===== config.mk =====
export PLATFORM = sky130hd
export DESIGN_NAME = ilid_cell
export DESIGN_NICKNAME = d
export VERILOG_FILES = /design/src/rtl/assert_macros.svh /design/src/rtl/ilid_pkg.sv /design/src/rtl/ilid_cell.sv
export SDC_FILE = /design/constraint.sdc
export NUM_CORES = 1
export LEC_CHECK = 0
export BUFFER_PORTS_ARGS = -buffer_cell sky130_fd_sc_hd__buf_2
export CORE_AREA = 2 2 130 132
export CTS_CLUSTER_SIZE = 12
export DETAILED_ROUTE_END_ITERATION = 12
export DIE_AREA = 0 0 132 134
export HOLD_SLACK_MARGIN = 0.03
export PLACE_DENSITY_LB_ADDON = 0.12
export SYNTH_ARGS = -nofsm -noshare
export SYNTH_HDL_FRONTEND = slang
export SYNTH_SLANG_ARGS = --single-unit

===== constraint.sdc =====
create_clock -name clk -period 3.23 [get_ports clk]
set_clock_uncertainty 0.1 [all_clocks]
set_input_delay 0.1615 -clock clk [delete_from_list [all_inputs] [get_ports clk]]
set_output_delay 0.1615 -clock clk [all_outputs]
set_load 0.1 [all_outputs]

===== src/rtl/assert_macros.svh =====
// Assertion macros for the RTL of the indexed list block.
// No dependencies; included by files that carry concurrent assertions.
`ifndef ASSERT_MACROS_SVH
`define ASSERT_MACROS_SVH

// Same-cycle implication, checked outside reset.
`define ASSERT_IMPLIES(lbl, clk, rstn, ante, cons) \
    lbl: assert property (@(posedge clk) disable iff (!(rstn)) (ante) |-> (cons)) \
        else $error("assertion failed: ante -> cons");

// Next-cycle implication, checked outside reset.
`define ASSERT_NEXT(lbl, clk, rstn, ante, cons) \
    lbl: assert property (@(posedge clk) disable iff (!(rstn)) (ante) |=> (cons)) \
        else $error("assertion failed: ante => cons");

`endif


===== src/rtl/ilid_pkg.sv =====
// Package for the indexed list block: sizes, operation and status codes,
// cell control types. No dependencies.
`timescale 1ns / 1ps

package ilid_pkg;

    // List geometry
    localparam int CAPACITY    = 64;
    localparam int ENTRY_WIDTH = 64;
    localparam int IDX_W       = (CAPACITY > 1) ? $clog2(CAPACITY) : 1;
    localparam int COUNT_W     = $clog2(CAPACITY + 1);

    // Stream field widths
    localparam int OP_W     = 3;
    localparam int POS_W    = 7;
    localparam int DATA_W   = 64;
    localparam int STATUS_W = 2;
    localparam int CNT_W    = 7;
    localparam int IN_TDATA_W  = ((OP_W + POS_W + DATA_W + 7) / 8) * 8;
    localparam int OUT_TDATA_W = ((DATA_W + STATUS_W + CNT_W + 7) / 8) * 8;
    localparam int CMP_W    = (COUNT_W > POS_W) ? COUNT_W : POS_W;

    // Read reduction tree
    localparam int GROUP_SIZE  = 8;
    localparam int GROUP_COUNT = (CAPACITY + GROUP_SIZE - 1) / GROUP_SIZE;

    // Operation codes
    localparam logic [OP_W-1:0] OP_APPEND  = 3'd0;
    localparam logic [OP_W-1:0] OP_INSERT  = 3'd1;
    localparam logic [OP_W-1:0] OP_REPLACE = 3'd2;
    localparam logic [OP_W-1:0] OP_DELETE  = 3'd3;
    localparam logic [OP_W-1:0] OP_READ    = 3'd4;

    // Status codes
    localparam logic [STATUS_W-1:0] STAT_DONE  = 2'd0;
    localparam logic [STATUS_W-1:0] STAT_RANGE = 2'd1;
    localparam logic [STATUS_W-1:0] STAT_FULL  = 2'd2;

    // What each cell does in a cycle
    typedef enum logic [1:0] {
        KIND_NONE,
        KIND_WRITE,
        KIND_INSERT,
        KIND_DELETE
    } cell_kind_t;

    // Broadcast control for the cell row
    typedef struct packed {
        cell_kind_t             kind;
        logic [IDX_W-1:0]       pos;
        logic [ENTRY_WIDTH-1:0] word;
    } cell_ctrl_t;

endpackage


===== src/rtl/ilid_cell.sv =====
// One storage cell of the list row: holds an entry, loads it from the
// broadcast word or a neighbor. Depends on ilid_pkg.
`timescale 1ns / 1ps

module ilid_cell
    import ilid_pkg::*;
(
    input  logic                   clk,
    input  cell_ctrl_t             ctrl,
    input  logic [IDX_W-1:0]       cell_index,
    input  logic [ENTRY_WIDTH-1:0] left_word,   // from cell_index - 1
    input  logic [ENTRY_WIDTH-1:0] right_word,  // from cell_index + 1
    output logic [ENTRY_WIDTH-1:0] word,
    output logic [ENTRY_WIDTH-1:0] read_word
);

    logic [ENTRY_WIDTH-1:0] word_reg;
    logic [ENTRY_WIDTH-1:0] word_next;
    logic                   hit;

    assign hit = (cell_index == ctrl.pos);

    // Next entry: direct load, shift up on insert, shift down on delete
    always_comb
    begin
        word_next = word_reg;
        case (ctrl.kind)
            KIND_WRITE:
            begin
                if (hit)
                    word_next = ctrl.word;
            end
            KIND_INSERT:
            begin
                if (hit)
                    word_next = ctrl.word;
                else if (cell_index > ctrl.pos)
                    word_next = left_word;
            end
            KIND_DELETE:
            begin
                if (cell_index >= ctrl.pos)
                    word_next = right_word;
            end
            default:
            begin
                word_next = word_reg;
            end
        endcase
    end

    always_ff @(posedge clk)
    begin
        word_reg <= word_next;
    end

    assign word      = word_reg;
    assign read_word = hit ? word_reg : '0;

endmodule


After elaboration in Yosys (flattened, before gate mapping)
Index checks and enable logic that the tools add are counted.
{"block": "classes", "mul": 0, "bitwise_logic": 0, "reduce_logical": 2, "n_eq_ne": 7, "div": 0, "magnitude_cmp": 2, "mux": 6, "add_sub_neg": 0, "shift": 0}
{"op": "two-way mux 64 bit", "count": 5}
{"op": "one-hot mux 64 bit (3 select lines)", "count": 1}
{"op": "equality test 6 bit", "count": 1}
{"op": ">= comparator 6 bit", "count": 1}
{"op": "greater-than comparator 6 bit", "count": 1}
{"op": "equality test 2 bit (second input constant)", "count": 2}
{"op": "!= test 2 bit (second input constant)", "count": 2}
{"op": "AND reduction 4 bit", "count": 1}
{"op": "!= test 3 bit (second input constant)", "count": 1}
{"op": "nonzero test 3 bit", "count": 1}
{"op": "equality test 2 x 1 -> 1 bit (second input constant)", "count": 1}
{"block": "totals", "reg_bits": 64, "rom_bits": 0, "latchBits": 0, "ramBits": 0, "elab_cells": 18, "inputBits": 207, "n_memories": 0}

Logic depth before layout (Yosys ltp)
{"block": "depth", "ltp_word": 4, "ltp_mapped": 8}

Worst setup path after synthesis
OpenSTA, ideal clock, no wires.
{"block": "synth_path", "path_kind": "input port to flip-flop", "startpoint": "in ctrl[69] (netlist name)", "endpoint": "reg word_reg[0] (netlist: word[0]), enable pin", "stages": 6, "slack_ns": 0.127, "arrival_ns": 2.570, "n_path_buf": 1, "setup_ns": 0.432, "path_cell_list": "inv_1 -> ha_1 -> nand4_1 -> nor2_1 -> buf_2 -> o32a_1"}
{"block": "synth_via", "elab_chain_len": 3, "elab_cells_between_ends": 7}
{"element": "start: declaration", "line": "ilid_cell.sv:9", "rtl": "input cell_ctrl_t ctrl,"}
{"element": "greater-than comparator 6 bit, or another cell as far along", "line": "ilid_cell.sv:37", "rtl": "else if (cell_index > ctrl.pos)"}
{"element": "!= test 3 bit (no line) or != test 2 bit (tied branches)"}
{"element": "AND reduction 4 bit (no line) *"}
{"element": "end signal: assignment", "line": "ilid_cell.sv:54", "rtl": "word_reg <= word_next;"}
{"element": "end: declaration", "line": "ilid_cell.sv:17", "rtl": "logic [ENTRY_WIDTH-1:0] word_reg;"}
Every way passes the cells marked *; elsewhere a longest branch is shown, timed or not.
A chain may end at the register's enable or synchronous reset.

Worst setup path in the final report
{"block": "layout_path", "startpoint": "in ctrl[69] (netlist name)", "endpoint": "reg word_reg[11] (netlist: word[11]), data pin"}
{"block": "layout_via", "elab_chain_len": 3}
{"element": "equality test 6 bit", "line": "ilid_cell.sv:21", "rtl": "assign hit = (cell_index == ctrl.pos);"}
{"element": "two-way mux 64 bit", "line": "ilid_cell.sv:35", "rtl": "if (hit)"}
{"element": "one-hot mux 64 bit (3 select lines)", "line": "ilid_cell.sv:27", "rtl": "case (ctrl.kind)"}
{"element": "named net word_next[11]", "line": "ilid_cell.sv:18", "rtl": "logic [ENTRY_WIDTH-1:0] word_next;"}
The timed path passes the listed nets, and every way through them passes these cells.

==> flow_summary.yaml <==
floorplan:
  die_x_um: 132
  dieHeight_um: 134
  rows: 47
  fp.coreArea_um2: 16300
  initial_utilization: 0.261
  die_area_um2: 17700
  boundaryPins: 335
timing:
  max_clock_freq_mhz: 381
  final_max_slew_viol_count: 0
  worstMarginPinSlew_ps: 887
  hold_violations_final: 0
  setup_viol_count_final: 0
  final.hold.worst_slack_ps: 52.8
  post-route-period-util: 0.813
  rsz0062_at_grt: "no"
  slew_headroom: 0.409
  fin_setup_tns_ps: 0
  timing.final.ws_setup_ps: 604
  min_period_ps: 2630
clock_tree:
  clock_tree.root_cell: "clkbuf_16"
  clock_path_buffers: 2
  cts_tree: "done"
  ctsResizeCount: 0
  tritoncts_num_sinks: 64
  htree_levels: 3
  post_cts.repair.setup_buffers: 0
  cts_inserted_buffers: 9
  clk_pin_slew_worst_paths_ps: 60
routing:
  met3WireLength_mm: 1.33
  detailroute.wirelength.met2_mm: 8.58
  ant_nets: 0
  drt_first_iter_violations: 207
  drc: 0
  routed-via-count: 5077
  wl_met1_mm: 6.58
  post_drt_wl_per_cell_um: 16.7
  drt_pass1_iterations: 5
  route.top_layer_used: "met4"
  route.final.wire_length_mm: 17.0
  vias_per_cell: 4.98
worst_hold_path:
  hold_start: "ctrl[50]"
  worst_hold_path_type: "in -> reg"
  min_to: "word[50]"
  hold_path_depth: 3
power:
  vdd_drop_max_uv: 306
  p_leak_nw: 3.15
  report.power.total_mw: 3.88
  power_density_nw_per_um2: 588
finish:
  largest_reg_flops: 64
  final_layout_size_suffix_gt1_frac: 0.452
  multiInputGateArea_um2: 2060
  final_net_count: 1009
  fillers: 1632
  layout.area.seq_um2: 1920
  finalInstanceArea_um2: 6610
  post_layout_instance_count_excluding_filler_cells: 1019
  utilization: 0.406
  area_growth_syn_to_layout_pct: 55.2
placement:
  port-buffer-count: 334
  place.detailed.instances: 977
  place_hpwl_mm: 12.4
  finalWeightedCongestion: 0.820
  place_area_um2: 6070
  worst_slack_placed_ps: 773
critical_path:
  worst_path_largest_cell_delay_ps: 680
  setup.worst_path.class: "in -> reg"
  sum_of_buffers_and_inverters_on_the_critical_path: 4
  setup.worst_path.start_class: "input pin"
  crit_path_top_delay_cell: "or2_2"
  timing.critical_path.mode_cell: "nand3_1"
  setup.worst_path.end_class: "flip-flop"
  crit_required_ps: 3210
  critical_path_peak_fanout: 42
  crit_path_cell_trace: "buf_2 -> inv_1 -> ha_1 -> nand4_1 -> or2_2 -> buf_4 -> nand3_1 -> nand3_1 -> dlygate4sd3_1"
  worst_endpoint_data_arrival_time_ps: 2600
  path_delay_family: "simple AND/OR/NAND/NOR gates"
yosys:
  postSynthAreaPerCell_um2: 9.18
  synthesis.yosys.warnings: 0
  syn-instance-count: 464
  synth_seq_area_share: 0.451
  synth_area_um2: 4260
  synth_fp_nets: 680
  yosys.cell_types.count: 22
  ys_ff_latch: 64
global_routing:
  first_global_vias: 4983
  gr-usage-all-layers: 0.187
  globalRoute.totalOverflow: 0
  grt_antenna_before_repair: 1
  grt_max_degree: 129
  first_pass_grt_wire_length_mm: 26.0
job:
  max-cap-violations: 0
status:
  status: "completed"
[kinds of logic after synthesis]
logic type	after synthesis	synth area share
AO/OA/AOI/OAI	69	0.121
flip-flops	64	0.451
adder cells (fa/ha/maj)	9	0.0264
AND/OR/NAND/NOR	264	0.329
buffers and inverters	58	0.0723
[final cells by class]
type                    count  area share
clock inverters             4     0.00682
flip-flops and latches     64       0.291
well taps                 220      0.0417
diodes                      1    0.000379
clock buffers              12      0.0358
repair buffers            367       0.308
inverters                   9     0.00511
multi-input cells         342       0.312
[where the power goes]
part           leakage, nW  total (mW)  switching [mW]  internal (mW)
Clock                0.140       0.931           0.337          0.594
Sequential           0.606        1.19          0.0834           1.11
Combinational         2.41        1.76            1.45          0.312
[what timing repair did]
action	in CTS	in global routing
endpoints found under the hold margin	18	0
hold buffers	25	0
setup endpoints to repair	0	0
[cells in the mapped netlist]
cell / number / area share
ha_1: 9 / 0.026
nor2_1: 2 / 0.0018
o32a_1: 1 / 0.0024
a21oi_1: 2 / 0.0024
and2_1: 64 / 0.094
buf_6: 7 / 0.019
nor3_1: 1 / 0.0012
or2_1: 1 / 0.0015
a22oi_1: 64 / 0.11
inv_1: 9 / 0.0079
o21bai_1: 1 / 0.0018
buf_4: 7 / 0.012
buf_1: 5 / 0.0044
edfxtp_1: 64 / 0.45
clkbuf_2: 5 / 0.0059
nand2_1: 2 / 0.0018
nor2b_1: 1 / 0.0015
nand3_1: 192 / 0.23
buf_2: 4 / 0.0047
a211oi_1: 1 / 0.0018
clkbuf_1: 21 / 0.019
nand4_1: 1 / 0.0015
[metal layers]
layer,GRT usage,vias up
met5,0,-
met1,0.216,2351
met2,0.324,288
li1,-,2407
met3,0.0446,31
met4,0.0918,0
[how the worst max path moves through the flow]
stage	start	end	slack, ps	cells after the start
4_1_cts	ctrl[69]	word[11]	630	9
5_1_grt	ctrl[67]	word[11]	410	9
3_3_place_gp	ctrl[69]	word[28]	810	8
3_5_place_dp	ctrl[69]	word[12]	770	8
2_1_floorplan	ctrl[69]	word[0]	130	6
6_report	ctrl[69]	word[11]	600	9
[placed cells by master, fill, tap and decap left out]
master,count
buf_2,334
ha_2,1
a211oi_1,1
buf_4,4
clkbuf_1,3
dlygate4sd3_1,25
ha_1,7
diode_2,1
nor3_1,1
bufinv_16,1
nor2_4,2
and2_1,64
a22oi_1,64
o32a_2,1
inv_1,9
or2_2,1
buf_12,4
nand3_1,192
edfxtp_1,64
clkinv_2,3
a21oi_1,2
nor2b_1,1
ha_4,1
clkbuf_16,9
nand2_1,2
o21bai_1,1
nand4_1,1
[tightest hold or removal path, stage by stage]
cell and delay (ps):
buf_2 90, a22oi_1 60, nand3_1 70
Power figures use the tool's default switching activity.
